===== src/wlan_frame_classifier_channel_hop_macros.svh =====
// Assertion macros shared by the classifier RTL.
`ifndef WLAN_FRAME_CLASSIFIER_CHANNEL_HOP_MACROS_SVH
`define WLAN_FRAME_CLASSIFIER_CHANNEL_HOP_MACROS_SVH

// Checked on every rising edge of i_clk, quiet while i_rst_n is low.
`define WFCH_ASSERT(label, prop, msg) \
    label: assert property (@(posedge i_clk) disable iff (!i_rst_n) prop) else $error(msg);

// Checked on every rising edge of i_clk, reset included.
`define WFCH_ASSERT_ALWAYS(label, prop, msg) \
    label: assert property (@(posedge i_clk) prop) else $error(msg);

`endif


===== src/wfch_pkg.sv =====
// Package: constants, codes and types of the frame classifier.
package wfch_pkg;

    // opcodes of an input word
    localparam logic [1:0] OP_BYTE  = 2'd0;
    localparam logic [1:0] OP_HOP   = 2'd1;
    localparam logic [1:0] OP_SETCH = 2'd2;
    localparam logic [1:0] OP_TICK  = 2'd3;

    // result codes
    localparam logic [2:0] EV_NONE   = 3'd0;
    localparam logic [2:0] EV_SHORT  = 3'd1;
    localparam logic [2:0] EV_OTHER  = 3'd2;
    localparam logic [2:0] EV_BEACON = 3'd3;
    localparam logic [2:0] EV_PROBE  = 3'd4;
    localparam logic [2:0] EV_EAPOL  = 3'd5;
    localparam logic [2:0] EV_CHSET  = 3'd6;
    localparam logic [2:0] EV_TICK   = 3'd7;

    // receiver frame kinds
    localparam logic [1:0] KIND_MGMT = 2'd0;
    localparam logic [1:0] KIND_DATA = 2'd2;

    // configuration register indexes
    localparam int unsigned CFG_IDX_W = 1;
    localparam logic [CFG_IDX_W-1:0] CFG_ACTIVITY_CAP   = 1'd0;
    localparam logic [CFG_IDX_W-1:0] CFG_RESET_PERIOD   = 1'd1;

    localparam logic [7:0]  CAP_RESET    = 8'd3;
    localparam logic [31:0] PERIOD_RESET = 32'd60000;

    // field widths
    localparam int unsigned DRAW_W = 16;
    localparam int unsigned CH_W   = 4;
    localparam int unsigned CNT32  = 32;

    // channel plan
    localparam logic [CH_W-1:0] MIN_CHANNEL = 4'd1;
    localparam logic [CH_W-1:0] MAX_CHANNEL = 4'd13;

    // frame control / header layout
    localparam logic [7:0]  FC_TYPE_MASK  = 8'h0C;
    localparam logic [7:0]  FC_TYPE_DATA  = 8'h08;
    localparam logic [3:0]  SUB_BEACON    = 4'd8;
    localparam logic [3:0]  SUB_PROBE     = 4'd4;
    localparam logic [15:0] POS_MAX       = 16'hFFFF;
    localparam logic [15:0] WIN_BASE      = 16'd24;
    localparam logic [15:0] WIN_BASE_QOS  = 16'd26;
    localparam logic [15:0] SNAP_LEN      = 16'd8;
    // last-byte positions (length - 1) for the length tests
    localparam logic [15:0] POS_SHORT_MAX = 16'd2;
    localparam logic [15:0] POS_BEACON    = 16'd35;
    localparam logic [15:0] POS_PROBE     = 16'd23;
    localparam logic [15:0] POS_EAPOL     = 16'd31;
    localparam logic [15:0] POS_EAPOL_QOS = 16'd33;

    localparam logic [7:0] ACT_MAX = 8'd255;

    // LLC/SNAP header carrying EtherType 888E
    function automatic logic [7:0] snap_byte(input logic [2:0] idx);
        logic [7:0] b;
        case (idx)
            3'd0: b = 8'hAA;
            3'd1: b = 8'hAA;
            3'd2: b = 8'h03;
            3'd6: b = 8'h88;
            3'd7: b = 8'h8E;
            default: b = 8'h00;
        endcase
        return b;
    endfunction

    // per-cell control from the sequencer
    typedef struct packed {
        logic clear;
        logic bump;
    } t_cell_ctl;

endpackage


===== src/wfch_if.sv =====
// Interfaces: input word, result word and configuration write channels.
interface wfch_in_if;
    logic       valid;
    logic       ready;
    logic [1:0] opcode;
    logic [7:0] data_byte;
    logic       last_byte;
    logic [1:0] frame_kind;
    logic [wfch_pkg::DRAW_W-1:0] random_draw;
    logic [wfch_pkg::CH_W-1:0]   channel_request;

    modport source (output valid, opcode, data_byte, last_byte, frame_kind, random_draw,
                    channel_request, input ready);
    modport sink   (input valid, opcode, data_byte, last_byte, frame_kind, random_draw,
                    channel_request, output ready);
endinterface

interface wfch_out_if;
    logic       valid;
    logic       ready;
    logic [2:0] event_res;
    logic [wfch_pkg::CH_W-1:0]  tuned_channel;
    logic [wfch_pkg::CNT32-1:0] frames_seen;
    logic [wfch_pkg::CNT32-1:0] access_points_seen;
    logic [wfch_pkg::CNT32-1:0] clients_seen;
    logic [wfch_pkg::CNT32-1:0] handshakes_seen;

    modport source (output valid, event_res, tuned_channel, frames_seen, access_points_seen,
                    clients_seen, handshakes_seen, input ready);
    modport sink   (input valid, event_res, tuned_channel, frames_seen, access_points_seen,
                    clients_seen, handshakes_seen, output ready);
endinterface

interface wfch_cfg_if;
    logic        valid;
    logic        ready;
    logic [wfch_pkg::CFG_IDX_W-1:0] index;
    logic [31:0] data;

    modport source (output valid, index, data, input ready);
    modport sink   (input valid, index, data, output ready);
endinterface


===== src/wlan_frame_classifier_channel_hop.sv =====
// Top level: passive 802.11 frame classifier with activity-weighted channel hop.
// A frame byte, a set-channel word or a millisecond tick is taken, and its
// result word is registered for the next cycle; a new word is taken while that
// result is being taken. A hop request holds the input while the weights of the
// channel cells ripple along the cell row to form the running sums. The remainder
// unit then reduces the draw by the total at one bit a cycle. The picked channel
// is latched, then tuned and the result word registered once the result side is
// free, and the block then returns to idle to take the next word.
// No word is taken while a hop is in progress. Every accepted word yields exactly
// one result word carrying the event code, the tuned channel and the four counters.
// Configuration writes are taken at any time, one per cycle.
`include "wlan_frame_classifier_channel_hop_macros.svh"

module wlan_frame_classifier_channel_hop #(
    parameter int unsigned CHANNEL_COUNT = 13
) (
    input  logic       i_clk,
    input  logic       i_rst_n,
    wfch_in_if.sink    i_in,
    wfch_out_if.source o_out,
    wfch_cfg_if.sink   i_cfg
);
    // widest weight sum: every cell at weight 256
    localparam int unsigned SUM_W = $clog2(CHANNEL_COUNT * 256 + 1);
    localparam int unsigned CNT_W = $clog2(CHANNEL_COUNT + 2);

    typedef enum logic [1:0] {
        S_IDLE,
        S_SUM,
        S_DIV,
        S_FIN
    } t_state;

    // control state
    t_state       r_state;
    logic [CNT_W-1:0] r_cnt;
    logic         r_out_valid;
    logic [2:0]   r_out_ev;
    logic [wfch_pkg::CH_W-1:0] r_tuned;
    logic [15:0]  r_pos;
    logic [31:0]  r_frames, r_beacons, r_probes, r_eapols;
    logic [31:0]  r_ms, r_last_clear;
    logic [7:0]   r_cap;
    logic [31:0]  r_period;

    // payload
    logic [7:0]   r_fhb;          // first header byte of the frame
    logic         r_m0, r_m2;     // SNAP match so far at offset 24 / 26
    logic [wfch_pkg::DRAW_W-1:0] r_draw;
    logic [wfch_pkg::CH_W-1:0]   r_next;

    logic         w_in_acc, w_out_free, w_expired, w_start;
    logic [7:0]   w_fhb;
    logic         w_eq0, w_eq2, w_m0, w_m2;
    logic [3:0]   w_sub;
    logic         w_beacon, w_probe, w_eapol, w_short;
    logic [2:0]   w_frame_ev;
    logic [15:0]  w_off0, w_off2;
    logic         w_div_busy;
    logic [SUM_W-1:0] w_rem;
    logic [wfch_pkg::CH_W-1:0] w_pick_ch;
    logic         w_set_ok;

    wfch_pkg::t_cell_ctl w_ctl [CHANNEL_COUNT];
    logic [SUM_W-1:0]    w_psum  [CHANNEL_COUNT+1];
    logic                w_taken [CHANNEL_COUNT+1];
    logic [CHANNEL_COUNT-1:0] w_pick;

    // handshakes
    assign w_out_free  = !r_out_valid || o_out.ready;
    assign i_in.ready  = (r_state == S_IDLE) && w_out_free;
    assign w_in_acc    = i_in.valid && i_in.ready;
    assign i_cfg.ready = 1'b1;

    // -------- frame byte path --------
    assign w_fhb  = (r_pos == '0) ? i_in.data_byte : r_fhb;
    assign w_off0 = r_pos - wfch_pkg::WIN_BASE;
    assign w_off2 = r_pos - wfch_pkg::WIN_BASE_QOS;
    assign w_eq0  = i_in.data_byte == wfch_pkg::snap_byte(w_off0[2:0]);
    assign w_eq2  = i_in.data_byte == wfch_pkg::snap_byte(w_off2[2:0]);

    // match flags including the current byte; both restart at the frame's first byte
    always_comb begin
        w_m0 = (r_pos == '0) ? 1'b1 : r_m0;
        w_m2 = (r_pos == '0) ? 1'b1 : r_m2;
        if (r_pos >= wfch_pkg::WIN_BASE && r_pos < wfch_pkg::WIN_BASE + wfch_pkg::SNAP_LEN) begin
            w_m0 = w_m0 && w_eq0;
        end
        if (r_pos >= wfch_pkg::WIN_BASE_QOS &&
            r_pos < wfch_pkg::WIN_BASE_QOS + wfch_pkg::SNAP_LEN) begin
            w_m2 = w_m2 && w_eq2;
        end
    end

    // classification at the last byte; r_pos is the length less one
    assign w_sub    = w_fhb[7:4];
    assign w_short  = r_pos <= wfch_pkg::POS_SHORT_MAX;
    assign w_beacon = (i_in.frame_kind == wfch_pkg::KIND_MGMT) &&
                      (w_sub == wfch_pkg::SUB_BEACON) && (r_pos >= wfch_pkg::POS_BEACON);
    assign w_probe  = (i_in.frame_kind == wfch_pkg::KIND_MGMT) &&
                      (w_sub == wfch_pkg::SUB_PROBE) && (r_pos >= wfch_pkg::POS_PROBE);
    // QoS subtypes carry two more header bytes before the SNAP header
    assign w_eapol  = (i_in.frame_kind == wfch_pkg::KIND_DATA) &&
                      ((w_fhb & wfch_pkg::FC_TYPE_MASK) == wfch_pkg::FC_TYPE_DATA) &&
                      (w_fhb[7] ? (r_pos >= wfch_pkg::POS_EAPOL_QOS && w_m2)
                                : (r_pos >= wfch_pkg::POS_EAPOL && w_m0));

    always_comb begin
        if (w_short) begin
            w_frame_ev = wfch_pkg::EV_SHORT;
        end else if (w_beacon) begin
            w_frame_ev = wfch_pkg::EV_BEACON;
        end else if (w_probe) begin
            w_frame_ev = wfch_pkg::EV_PROBE;
        end else if (w_eapol) begin
            w_frame_ev = wfch_pkg::EV_EAPOL;
        end else begin
            w_frame_ev = wfch_pkg::EV_OTHER;
        end
    end

    assign w_set_ok = (i_in.channel_request >= wfch_pkg::MIN_CHANNEL) &&
                      (i_in.channel_request <= wfch_pkg::MAX_CHANNEL);

    // activity is cleared at a hop once the period has run out
    assign w_expired = (r_ms - r_last_clear) > r_period;

    // -------- channel cell row --------
    assign w_psum[0]  = '0;
    assign w_taken[0] = 1'b0;

    for (genvar g = 0; g < CHANNEL_COUNT; g++) begin : g_cell
        always_comb begin
            w_ctl[g].clear = w_in_acc && (i_in.opcode == wfch_pkg::OP_HOP) && w_expired;
            w_ctl[g].bump  = w_in_acc && (i_in.opcode == wfch_pkg::OP_BYTE) && i_in.last_byte &&
                             (w_frame_ev == wfch_pkg::EV_BEACON) &&
                             (r_tuned == wfch_pkg::CH_W'(g + 1));
        end

        wfch_cell #(
            .SUM_W (SUM_W)
        ) u_cell (
            .i_clk   (i_clk),
            .i_rst_n (i_rst_n),
            .i_ctl   (w_ctl[g]),
            .i_cap   (r_cap),
            .i_psum  (w_psum[g]),
            .o_psum  (w_psum[g+1]),
            .i_slot  (w_rem),
            .i_taken (w_taken[g]),
            .o_taken (w_taken[g+1]),
            .o_pick  (w_pick[g])
        );
    end

    // at most one cell picks; channel 1 if none does
    always_comb begin
        w_pick_ch = wfch_pkg::MIN_CHANNEL;
        for (int i = 0; i < CHANNEL_COUNT; i++) begin
            if (w_pick[i]) begin
                w_pick_ch = wfch_pkg::CH_W'(i + 1);
            end
        end
    end

    // -------- draw mod total --------
    assign w_start = (r_state == S_SUM) && (r_cnt == CNT_W'(CHANNEL_COUNT + 1));

    wfch_mod_unit #(
        .DVD_W (wfch_pkg::DRAW_W),
        .DSR_W (SUM_W)
    ) u_mod (
        .i_clk      (i_clk),
        .i_rst_n    (i_rst_n),
        .i_start    (w_start),
        .i_dividend (r_draw),
        .i_divisor  (w_psum[CHANNEL_COUNT]),
        .o_busy     (w_div_busy),
        .o_rem      (w_rem)
    );

    // -------- sequencer, counters and result word --------
    always_ff @(posedge i_clk) begin
        if (!i_rst_n) begin
            r_state      <= S_IDLE;
            r_cnt        <= '0;
            r_out_valid  <= 1'b0;
            r_out_ev     <= wfch_pkg::EV_NONE;
            r_tuned      <= wfch_pkg::MIN_CHANNEL;
            r_pos        <= '0;
            r_frames     <= '0;
            r_beacons    <= '0;
            r_probes     <= '0;
            r_eapols     <= '0;
            r_ms         <= '0;
            r_last_clear <= '0;
            r_cap        <= wfch_pkg::CAP_RESET;
            r_period     <= wfch_pkg::PERIOD_RESET;
        end else begin
            if (i_cfg.valid) begin
                case (i_cfg.index)
                    wfch_pkg::CFG_ACTIVITY_CAP: r_cap    <= i_cfg.data[7:0];
                    wfch_pkg::CFG_RESET_PERIOD: r_period <= i_cfg.data;
                    default: ;
                endcase
            end

            if (o_out.ready) begin
                r_out_valid <= 1'b0;
            end

            case (r_state)
                S_IDLE: begin
                    if (w_in_acc) begin
                        case (i_in.opcode)
                            wfch_pkg::OP_BYTE: begin
                                r_out_valid <= 1'b1;
                                r_out_ev    <= wfch_pkg::EV_NONE;
                                if (i_in.last_byte) begin
                                    r_pos    <= '0;
                                    r_out_ev <= w_frame_ev;
                                    if (!w_short) begin
                                        r_frames <= r_frames + 32'd1;
                                    end
                                    case (w_frame_ev)
                                        wfch_pkg::EV_BEACON: r_beacons <= r_beacons + 32'd1;
                                        wfch_pkg::EV_PROBE:  r_probes  <= r_probes + 32'd1;
                                        wfch_pkg::EV_EAPOL:  r_eapols  <= r_eapols + 32'd1;
                                        default: ;
                                    endcase
                                end else if (r_pos != wfch_pkg::POS_MAX) begin
                                    r_pos <= r_pos + 16'd1;
                                end
                            end
                            wfch_pkg::OP_HOP: begin
                                r_state <= S_SUM;
                                r_cnt   <= '0;
                                if (w_expired) begin
                                    r_last_clear <= r_ms;
                                end
                            end
                            wfch_pkg::OP_SETCH: begin
                                r_out_valid <= 1'b1;
                                if (w_set_ok) begin
                                    r_tuned  <= i_in.channel_request;
                                    r_out_ev <= wfch_pkg::EV_CHSET;
                                end else begin
                                    r_out_ev <= wfch_pkg::EV_NONE;
                                end
                            end
                            default: begin
                                r_out_valid <= 1'b1;
                                r_out_ev    <= wfch_pkg::EV_TICK;
                                r_ms        <= r_ms + 32'd1;
                            end
                        endcase
                    end
                end
                S_SUM: begin
                    r_cnt <= r_cnt + CNT_W'(1);
                    if (w_start) begin
                        r_state <= S_DIV;
                    end
                end
                S_DIV: begin
                    if (!w_div_busy) begin
                        r_state <= S_FIN;
                    end
                end
                S_FIN: begin
                    if (w_out_free) begin
                        r_out_valid <= 1'b1;
                        r_state     <= S_IDLE;
                        if (r_next <= wfch_pkg::MAX_CHANNEL) begin
                            r_tuned  <= r_next;
                            r_out_ev <= wfch_pkg::EV_CHSET;
                        end else begin
                            r_out_ev <= wfch_pkg::EV_NONE;
                        end
                    end
                end
                default: r_state <= S_IDLE;
            endcase
        end
    end

    always_ff @(posedge i_clk) begin
        if (w_in_acc && i_in.opcode == wfch_pkg::OP_BYTE) begin
            r_fhb <= w_fhb;
            r_m0  <= w_m0;
            r_m2  <= w_m2;
        end
        if (w_in_acc && i_in.opcode == wfch_pkg::OP_HOP) begin
            r_draw <= i_in.random_draw;
        end
        if (r_state == S_DIV && !w_div_busy) begin
            r_next <= w_pick_ch;
        end
    end

    assign o_out.valid              = r_out_valid;
    assign o_out.event_res          = r_out_ev;
    assign o_out.tuned_channel      = r_tuned;
    assign o_out.frames_seen        = r_frames;
    assign o_out.access_points_seen = r_beacons;
    assign o_out.clients_seen       = r_probes;
    assign o_out.handshakes_seen    = r_eapols;

    // -------- checks --------
    `WFCH_ASSERT(a_tuned_in_plan,
        (r_tuned >= wfch_pkg::MIN_CHANNEL && r_tuned <= wfch_pkg::MAX_CHANNEL),
        "tuned channel left the channel plan")
    `WFCH_ASSERT(a_result_has_cause,
        ($rose(r_out_valid) |-> ($past(w_in_acc) || $past(r_state == S_FIN))),
        "result word without an accepted word or hop")
    `WFCH_ASSERT(a_slot_in_range,
        ((r_state == S_DIV && !w_div_busy) |-> (w_rem < w_psum[CHANNEL_COUNT])),
        "hop slot not below weight total")
    `WFCH_ASSERT(a_hop_result,
        ((r_state == S_FIN && w_out_free) |=> (r_out_valid &&
            (r_out_ev == wfch_pkg::EV_CHSET || r_out_ev == wfch_pkg::EV_NONE))),
        "hop ended without its result word")
endmodule


===== src/wfch_cell.sv =====
// One channel cell: activity count, hop weight and running weight sum.
module wfch_cell #(
    parameter int unsigned SUM_W = 12
) (
    input  logic                i_clk,
    input  logic                i_rst_n,
    input  wfch_pkg::t_cell_ctl i_ctl,
    input  logic [7:0]          i_cap,
    input  logic [SUM_W-1:0]    i_psum,
    output logic [SUM_W-1:0]    o_psum,
    input  logic [SUM_W-1:0]    i_slot,
    input  logic                i_taken,
    output logic                o_taken,
    output logic                o_pick
);
    logic [7:0]       r_act;
    logic [SUM_W-1:0] r_psum;
    logic [8:0]       w_weight;
    logic             w_hit;

    always_ff @(posedge i_clk) begin
        if (!i_rst_n) begin
            r_act <= '0;
        end else if (i_ctl.clear) begin
            r_act <= '0;
        end else if (i_ctl.bump && r_act != wfch_pkg::ACT_MAX) begin
            r_act <= r_act + 8'd1;
        end
    end

    // weight = 1 + min(activity, cap)
    assign w_weight = {1'b0, (r_act > i_cap) ? i_cap : r_act} + 9'd1;

    // prefix sum ripples one cell per cycle
    always_ff @(posedge i_clk) begin
        r_psum <= i_psum + SUM_W'(w_weight);
    end

    assign o_psum  = r_psum;
    assign w_hit   = i_slot < r_psum;
    assign o_pick  = w_hit && !i_taken;
    assign o_taken = w_hit || i_taken;
endmodule


===== src/wfch_mod_unit.sv =====
// Restoring remainder unit: one quotient bit per cycle.
module wfch_mod_unit #(
    parameter int unsigned DVD_W = 16,
    parameter int unsigned DSR_W = 12
) (
    input  logic             i_clk,
    input  logic             i_rst_n,
    input  logic             i_start,
    input  logic [DVD_W-1:0] i_dividend,
    input  logic [DSR_W-1:0] i_divisor,
    output logic             o_busy,
    output logic [DSR_W-1:0] o_rem
);
    localparam int unsigned STEP_W = (DVD_W > 1) ? $clog2(DVD_W) : 1;

    logic              r_busy;
    logic [STEP_W-1:0] r_step;
    logic [DVD_W-1:0]  r_dvd;
    logic [DSR_W-1:0]  r_rem;
    logic [DSR_W:0]    w_shift;
    logic [DSR_W:0]    w_diff;

    assign w_shift = {r_rem, r_dvd[DVD_W-1]};
    assign w_diff  = w_shift - {1'b0, i_divisor};

    always_ff @(posedge i_clk) begin
        if (!i_rst_n) begin
            r_busy <= 1'b0;
            r_step <= '0;
        end else if (i_start) begin
            r_busy <= 1'b1;
            r_step <= '0;
        end else if (r_busy) begin
            r_step <= r_step + STEP_W'(1);
            if (r_step == STEP_W'(DVD_W - 1)) begin
                r_busy <= 1'b0;
            end
        end
    end

    always_ff @(posedge i_clk) begin
        if (i_start) begin
            r_dvd <= i_dividend;
            r_rem <= '0;
        end else if (r_busy) begin
            r_dvd <= r_dvd << 1;
            // remainder stays below the divisor, so the top bit drops
            r_rem <= (w_shift >= {1'b0, i_divisor}) ? w_diff[DSR_W-1:0] : w_shift[DSR_W-1:0];
        end
    end

    assign o_busy = r_busy;
    assign o_rem  = r_rem;
endmodule


===== src/flat_wrapper.sv =====
// flat-port wrapper written by rule: the top's interface ports become plain ports
module wlan_frame_classifier_channel_hop_flat 
#(
    parameter int unsigned CHANNEL_COUNT = 13
)
  (i_clk, i_rst_n, i_in_valid, i_in_opcode, i_in_data_byte, i_in_last_byte, i_in_frame_kind, i_in_random_draw, i_in_channel_request, i_in_ready, o_out_valid, o_out_event_res, o_out_tuned_channel, o_out_frames_seen, o_out_access_points_seen, o_out_clients_seen, o_out_handshakes_seen, o_out_ready, i_cfg_valid, i_cfg_index, i_cfg_data, i_cfg_ready);
  wfch_in_if i_in_i ();
  wfch_out_if o_out_i ();
  wfch_cfg_if i_cfg_i ();
  input  logic i_clk;
  input  logic i_rst_n;
  input wire logic [$bits(i_in_i.valid)-1:0] i_in_valid;
  input wire logic [$bits(i_in_i.opcode)-1:0] i_in_opcode;
  input wire logic [$bits(i_in_i.data_byte)-1:0] i_in_data_byte;
  input wire logic [$bits(i_in_i.last_byte)-1:0] i_in_last_byte;
  input wire logic [$bits(i_in_i.frame_kind)-1:0] i_in_frame_kind;
  input wire logic [$bits(i_in_i.random_draw)-1:0] i_in_random_draw;
  input wire logic [$bits(i_in_i.channel_request)-1:0] i_in_channel_request;
  output wire logic [$bits(i_in_i.ready)-1:0] i_in_ready;
  output wire logic [$bits(o_out_i.valid)-1:0] o_out_valid;
  output wire logic [$bits(o_out_i.event_res)-1:0] o_out_event_res;
  output wire logic [$bits(o_out_i.tuned_channel)-1:0] o_out_tuned_channel;
  output wire logic [$bits(o_out_i.frames_seen)-1:0] o_out_frames_seen;
  output wire logic [$bits(o_out_i.access_points_seen)-1:0] o_out_access_points_seen;
  output wire logic [$bits(o_out_i.clients_seen)-1:0] o_out_clients_seen;
  output wire logic [$bits(o_out_i.handshakes_seen)-1:0] o_out_handshakes_seen;
  input wire logic [$bits(o_out_i.ready)-1:0] o_out_ready;
  input wire logic [$bits(i_cfg_i.valid)-1:0] i_cfg_valid;
  input wire logic [$bits(i_cfg_i.index)-1:0] i_cfg_index;
  input wire logic [$bits(i_cfg_i.data)-1:0] i_cfg_data;
  output wire logic [$bits(i_cfg_i.ready)-1:0] i_cfg_ready;
  assign i_in_i.valid = i_in_valid;
  assign i_in_i.opcode = i_in_opcode;
  assign i_in_i.data_byte = i_in_data_byte;
  assign i_in_i.last_byte = i_in_last_byte;
  assign i_in_i.frame_kind = i_in_frame_kind;
  assign i_in_i.random_draw = i_in_random_draw;
  assign i_in_i.channel_request = i_in_channel_request;
  assign i_in_ready = i_in_i.ready;
  assign o_out_valid = o_out_i.valid;
  assign o_out_event_res = o_out_i.event_res;
  assign o_out_tuned_channel = o_out_i.tuned_channel;
  assign o_out_frames_seen = o_out_i.frames_seen;
  assign o_out_access_points_seen = o_out_i.access_points_seen;
  assign o_out_clients_seen = o_out_i.clients_seen;
  assign o_out_handshakes_seen = o_out_i.handshakes_seen;
  assign o_out_i.ready = o_out_ready;
  assign i_cfg_i.valid = i_cfg_valid;
  assign i_cfg_i.index = i_cfg_index;
  assign i_cfg_i.data = i_cfg_data;
  assign i_cfg_ready = i_cfg_i.ready;
  wlan_frame_classifier_channel_hop #(.CHANNEL_COUNT(CHANNEL_COUNT)) u_core (.i_clk(i_clk), .i_rst_n(i_rst_n), .i_in(i_in_i), .o_out(o_out_i), .i_cfg(i_cfg_i));
endmodule

===== config.mk =====
export PLATFORM = sky130hd
export DESIGN_NAME = wlan_frame_classifier_channel_hop_flat
export DESIGN_NICKNAME = d
export VERILOG_FILES = /design/src/wfch_pkg.sv /design/src/wfch_if.sv /design/src/wlan_frame_classifier_channel_hop.sv /design/src/wfch_cell.sv /design/src/wfch_mod_unit.sv /design/src/flat_wrapper.sv
export VERILOG_INCLUDE_DIRS = /design/src /design/src/src
export SDC_FILE = /design/constraint.sdc
export NUM_CORES = 2
export LEC_CHECK = 0
export ABC_AREA = 1
export ABC_CLOCK_PERIOD_IN_PS = 10600
export BUFFER_PORTS_ARGS = -buffer_cell sky130_fd_sc_hd__buf_2
export CORE_ASPECT_RATIO = 1.5
export CORE_UTILIZATION = 40
export CTS_CLUSTER_DIAMETER = 30
export DETAILED_ROUTE_END_ITERATION = 10
export SLEW_MARGIN = 30
export SYNTH_ARGS = -nofsm -noshare
export SYNTH_HDL_FRONTEND = slang
export SYNTH_SLANG_ARGS = --single-unit

===== constraint.sdc =====
create_clock -name i_clk -period 10.6 [get_ports i_clk]
set_input_delay 1.06 -clock i_clk [delete_from_list [all_inputs] [get_ports i_clk]]
set_output_delay 1.06 -clock i_clk [all_outputs]
set_load 0.01 [all_outputs]

==> flow_summary.toml <==
[logic_synthesis]
yosysWarnings = 0
synth_cell_types = 60
synth_ff_type = "dfxtp_1"
synth-edff-count = 44
ys_seq_elements = 577
syn_inst = 5281
syn-cell-area_sq_mm = 0.03792
async_flop_share_pct = 0
synth_nets = 5814
seq_area_frac_synth_pct = 31.62
synth_area_per_cell_sq_um = 7.181

[timing]
hold_violations = 0
fmax_mhz = 171.1
final.min_clock_period_ns = 5.843
maxSlewViolCount = 0
timing.slew.headroom_pct = 36.35
rsz0062_at_grt = "no"
finalCritPeriodShare_pct = 55.13
setup_slack_ns = 4.757
setup_viol = 0
setup_tns_ns = 0
worst_pin_slew_ns = 0.9547
skew_ns = 0.02699

[finish]
num-nets-final = 6075
final_common_cell = "nand2_1"
area_growth_pct = 17.84
mostFrequentLayoutCells = "nand2_1, inv_1, dfxtp_1"
layout-drive-gt1-share_pct = 8.896

[routing]
wl_um = 107300
viasPerCell = 5.033
vias = 34758
drt_iter0_markers = 1617
first_pass_iters = 7
drc = 0
avgRoutedWirePerCell_um = 15.54
ant_nets = 0

[grt]
first_global_vias = 33726
grt_first_pass_wirelength_um = 171100
grt_max_degree = 80
overflow = 0
grtUsageTotal_pct = 22.22
antenna_found_initial = 13

[power_and_ir_drop]
power.switching_mw = 2.724
p_seq_share_pct = 28.4
power_mw = 8.551
pwr-share-comb_pct = 25.4
pwr-share-clk_pct = 46.2
power.internal_mw = 5.826
power_density_mw_per_mm2 = 191.3
ir_drop_uv = 145.6
leakage_nw = 19.95
switching_share_pct = 31.86

[setup_path]
worstPathMaxFanout = 79
cp.arrival_ns = 6.44
r2r-start = "u_core.r_ms[0]$_SDFFE_PN0P_"
reg2reg_slack_ns = 4.76
crit_path_end = "u_core.g_cell[12].u_cell.r_act[4]$_SDFFE_PP0P_"
slowest_stage = "clkinv_2"
required_ns = 11.19
cpMostUsedCell = "nand2_1"
crit_type = "reg2reg"
r2r-end = "u_core.g_cell[12].u_cell.r_act[4]$_SDFFE_PP0P_"
crit_path_end_kind = "flip-flop"
crit_start = "u_core.r_ms[0]$_SDFFE_PN0P_"
slowest_delay_ns = 0.74
ff2ff_path_depth = 29
cp-start-kind = "flip-flop"

[cts]
cts_resized = 0
cts_hold_buffers = 0
cts_buffers = 118
clkTransAtPathRegs_ns = 0.05
cts_root_buf = "clkbuf_16"
cts_setup_buffers = 0
clock-sinks = 577
clock_latency_ns = 0.71
cts_tree = "done"
cts_max_path_buffers = 3
htree_levels = 3

[run_status]
status = "completed"

[die]
core_area_sq_mm = 0.09410
die_h_um = 379.1
fp.dieArea_sq_mm = 0.09607
rows = 138
initial_utilization_pct = 40.30
io_pins = 209
die_w_um = 253.4

[placement]
globalplace.congestion = 0.9473
dp_slack_ns = 4.717
port_buffers = 207
dpl.hpwl_um = 82190

[job]
drv_cap = 0

[min_path]
hp-class = "reg2reg"
hold_depth = 2
==> synth_stat cells, types with 8 or more instances <==
| library cell | number | share of area [%] |
|---|---|---|
| ha_1 | 448 | 15 |
| and2_1 | 8 | 0.13 |
| or2_1 | 12 | 0.20 |
| o211ai_1 | 41 | 0.81 |
| a21boi_0 | 10 | 0.20 |
| inv_1 | 759 | 7.5 |
| fa_1 | 14 | 0.74 |
| a31oi_1 | 15 | 0.25 |
| o221ai_1 | 9 | 0.21 |
| nor4_1 | 36 | 0.59 |
| dfxtp_1 | 533 | 28 |
| nor3b_1 | 26 | 0.51 |
| o21bai_1 | 11 | 0.22 |
| xnor2_1 | 66 | 1.5 |
| nor3_2 | 8 | 0.21 |
| edfxtp_1 | 44 | 3.5 |
| xor2_1 | 190 | 4.4 |
| nor3_1 | 170 | 2.2 |
| nand3_1 | 189 | 2.5 |
| a211oi_1 | 10 | 0.20 |
| o21ai_0 | 356 | 4.7 |
| nand2_1 | 1067 | 11 |
| nand3b_1 | 23 | 0.46 |
| a21oi_1 | 487 | 6.4 |
| nor2_1 | 453 | 4.5 |
| o21ai_1 | 12 | 0.16 |
| nor2_2 | 16 | 0.26 |
| nand4_1 | 106 | 1.7 |
| clkbuf_1 | 84 | 0.83 |
==> worst max-delay path, delay by kind of cell, from the launching register on <==
| kind | cells | cell delay, ns |
|---|---|---|
| buffers and inverters | 5 | 1.95 |
| AND/OR/NAND/NOR | 15 | 1.53 |
| AO/OA/AOI/OAI | 6 | 0.98 |
| adder cells (fa/ha/maj) | 3 | 0.88 |
| flip-flops | 1 | 0.30 |
==> cell type report <==
class	count	area (sq um)
inverter	770	2894
timing repair buffer	241	1294
multi-input combinational	3834	22660
clock buffer	152	3262
tap	1260	1577
antenna	3	7.507
sequential	577	11990
fill	9412	49410
clock inverter	69	1007
==> logic make-up (layout without fill, tap and decap cells) <==
group	Yosys count	in the layout	synth area share (%)
xor gates and xnor gates	256	256	5.912
AOI/OAI and AO/OA	984	984	13.88
DFF	577	577	31.62
adders and majority gates	462	462	15.52
buffers and inverters	870	1232	8.694
other	1	4	0.009889
and+or+nand+nor	2131	2131	24.36
==> sequential cells by signal (all words and copies together) (netlist names), 32 cells and up <==
signal / count
u_core.o_out.clients_seen: 32
u_core.r_ms: 32
u_core.g_cell.u_cell.o_psum: 150
u_core.g_cell.u_cell.r_act: 104
u_core.o_out.access_points_seen: 32
u_core.r_period: 32
u_core.r_last_clear: 32
u_core.o_out.handshakes_seen: 32
u_core.o_out.frames_seen: 32
==> worst min-delay path by stage <==
stage	from	endpoint	slack, ns
floorplan	u_core.g_cell[11].u_cell.o_psum[11]$_DFF_P_	u_core.g_cell[12].u_cell.o_psum[11]$_DFF_P_	0.43
global placement	u_core.r_cap[2]$_SDFFE_PN0P_	u_core.r_cap[2]$_SDFFE_PN0P_	0.44
detailed placement	u_core.r_cap[2]$_SDFFE_PN0P_	u_core.r_cap[2]$_SDFFE_PN0P_	0.45
CTS	u_core.r_cap[5]$_SDFFE_PN0P_	u_core.r_cap[5]$_SDFFE_PN0P_	0.46
global route	u_core.g_cell[1].u_cell.o_psum[9]$_DFF_P_	u_core.g_cell[2].u_cell.o_psum[10]$_DFF_P_	0.48
finish	u_core.r_cap[3]$_SDFFE_PN0P_	u_core.r_cap[3]$_SDFFE_PN0P_	0.46
==> per-stage QoR <==
step                      utilization [%]  cells  cell area (sq um)  hold slack (ns)
after global routing                47.48   6904              44680           0.4784
after detailed placement            42.94   6682              40410           0.4478
after global placement              42.93   6682              40400           0.4423
final                               47.49   6906              44690           0.4559
after floorplan                         -   5281              37920           0.4308
after CTS                           47.48   6903              44680           0.4592
==> power by group through the flow <==
| stage | Combinational, mW | Sequential (mW) | Clock (mW) |
|---|---|---|---|
| after floorplan | 1.60 | 2.47 | 0 |
| after global placement | 2.13 | 2.47 | 0 |
| after detailed placement | 2.18 | 2.47 | 0 |
| after CTS | 2.19 | 2.43 | 4.03 |
| after global routing | 2.49 | 2.44 | 4.13 |
| final | 2.17 | 2.43 | 3.95 |
==> routing by layer <==
layer / up-vias / routed length [um] / track usage, %
met1: 15743 / 42060 / 23.83
met3: 246 / 5880 / 4.684
met4: 18 / 4049 / 9.663
met2: 706 / 55190 / 41.38
met5: - / 105 / 0
li1: 18045 / - / -
(Power assumes the default switching activity.)
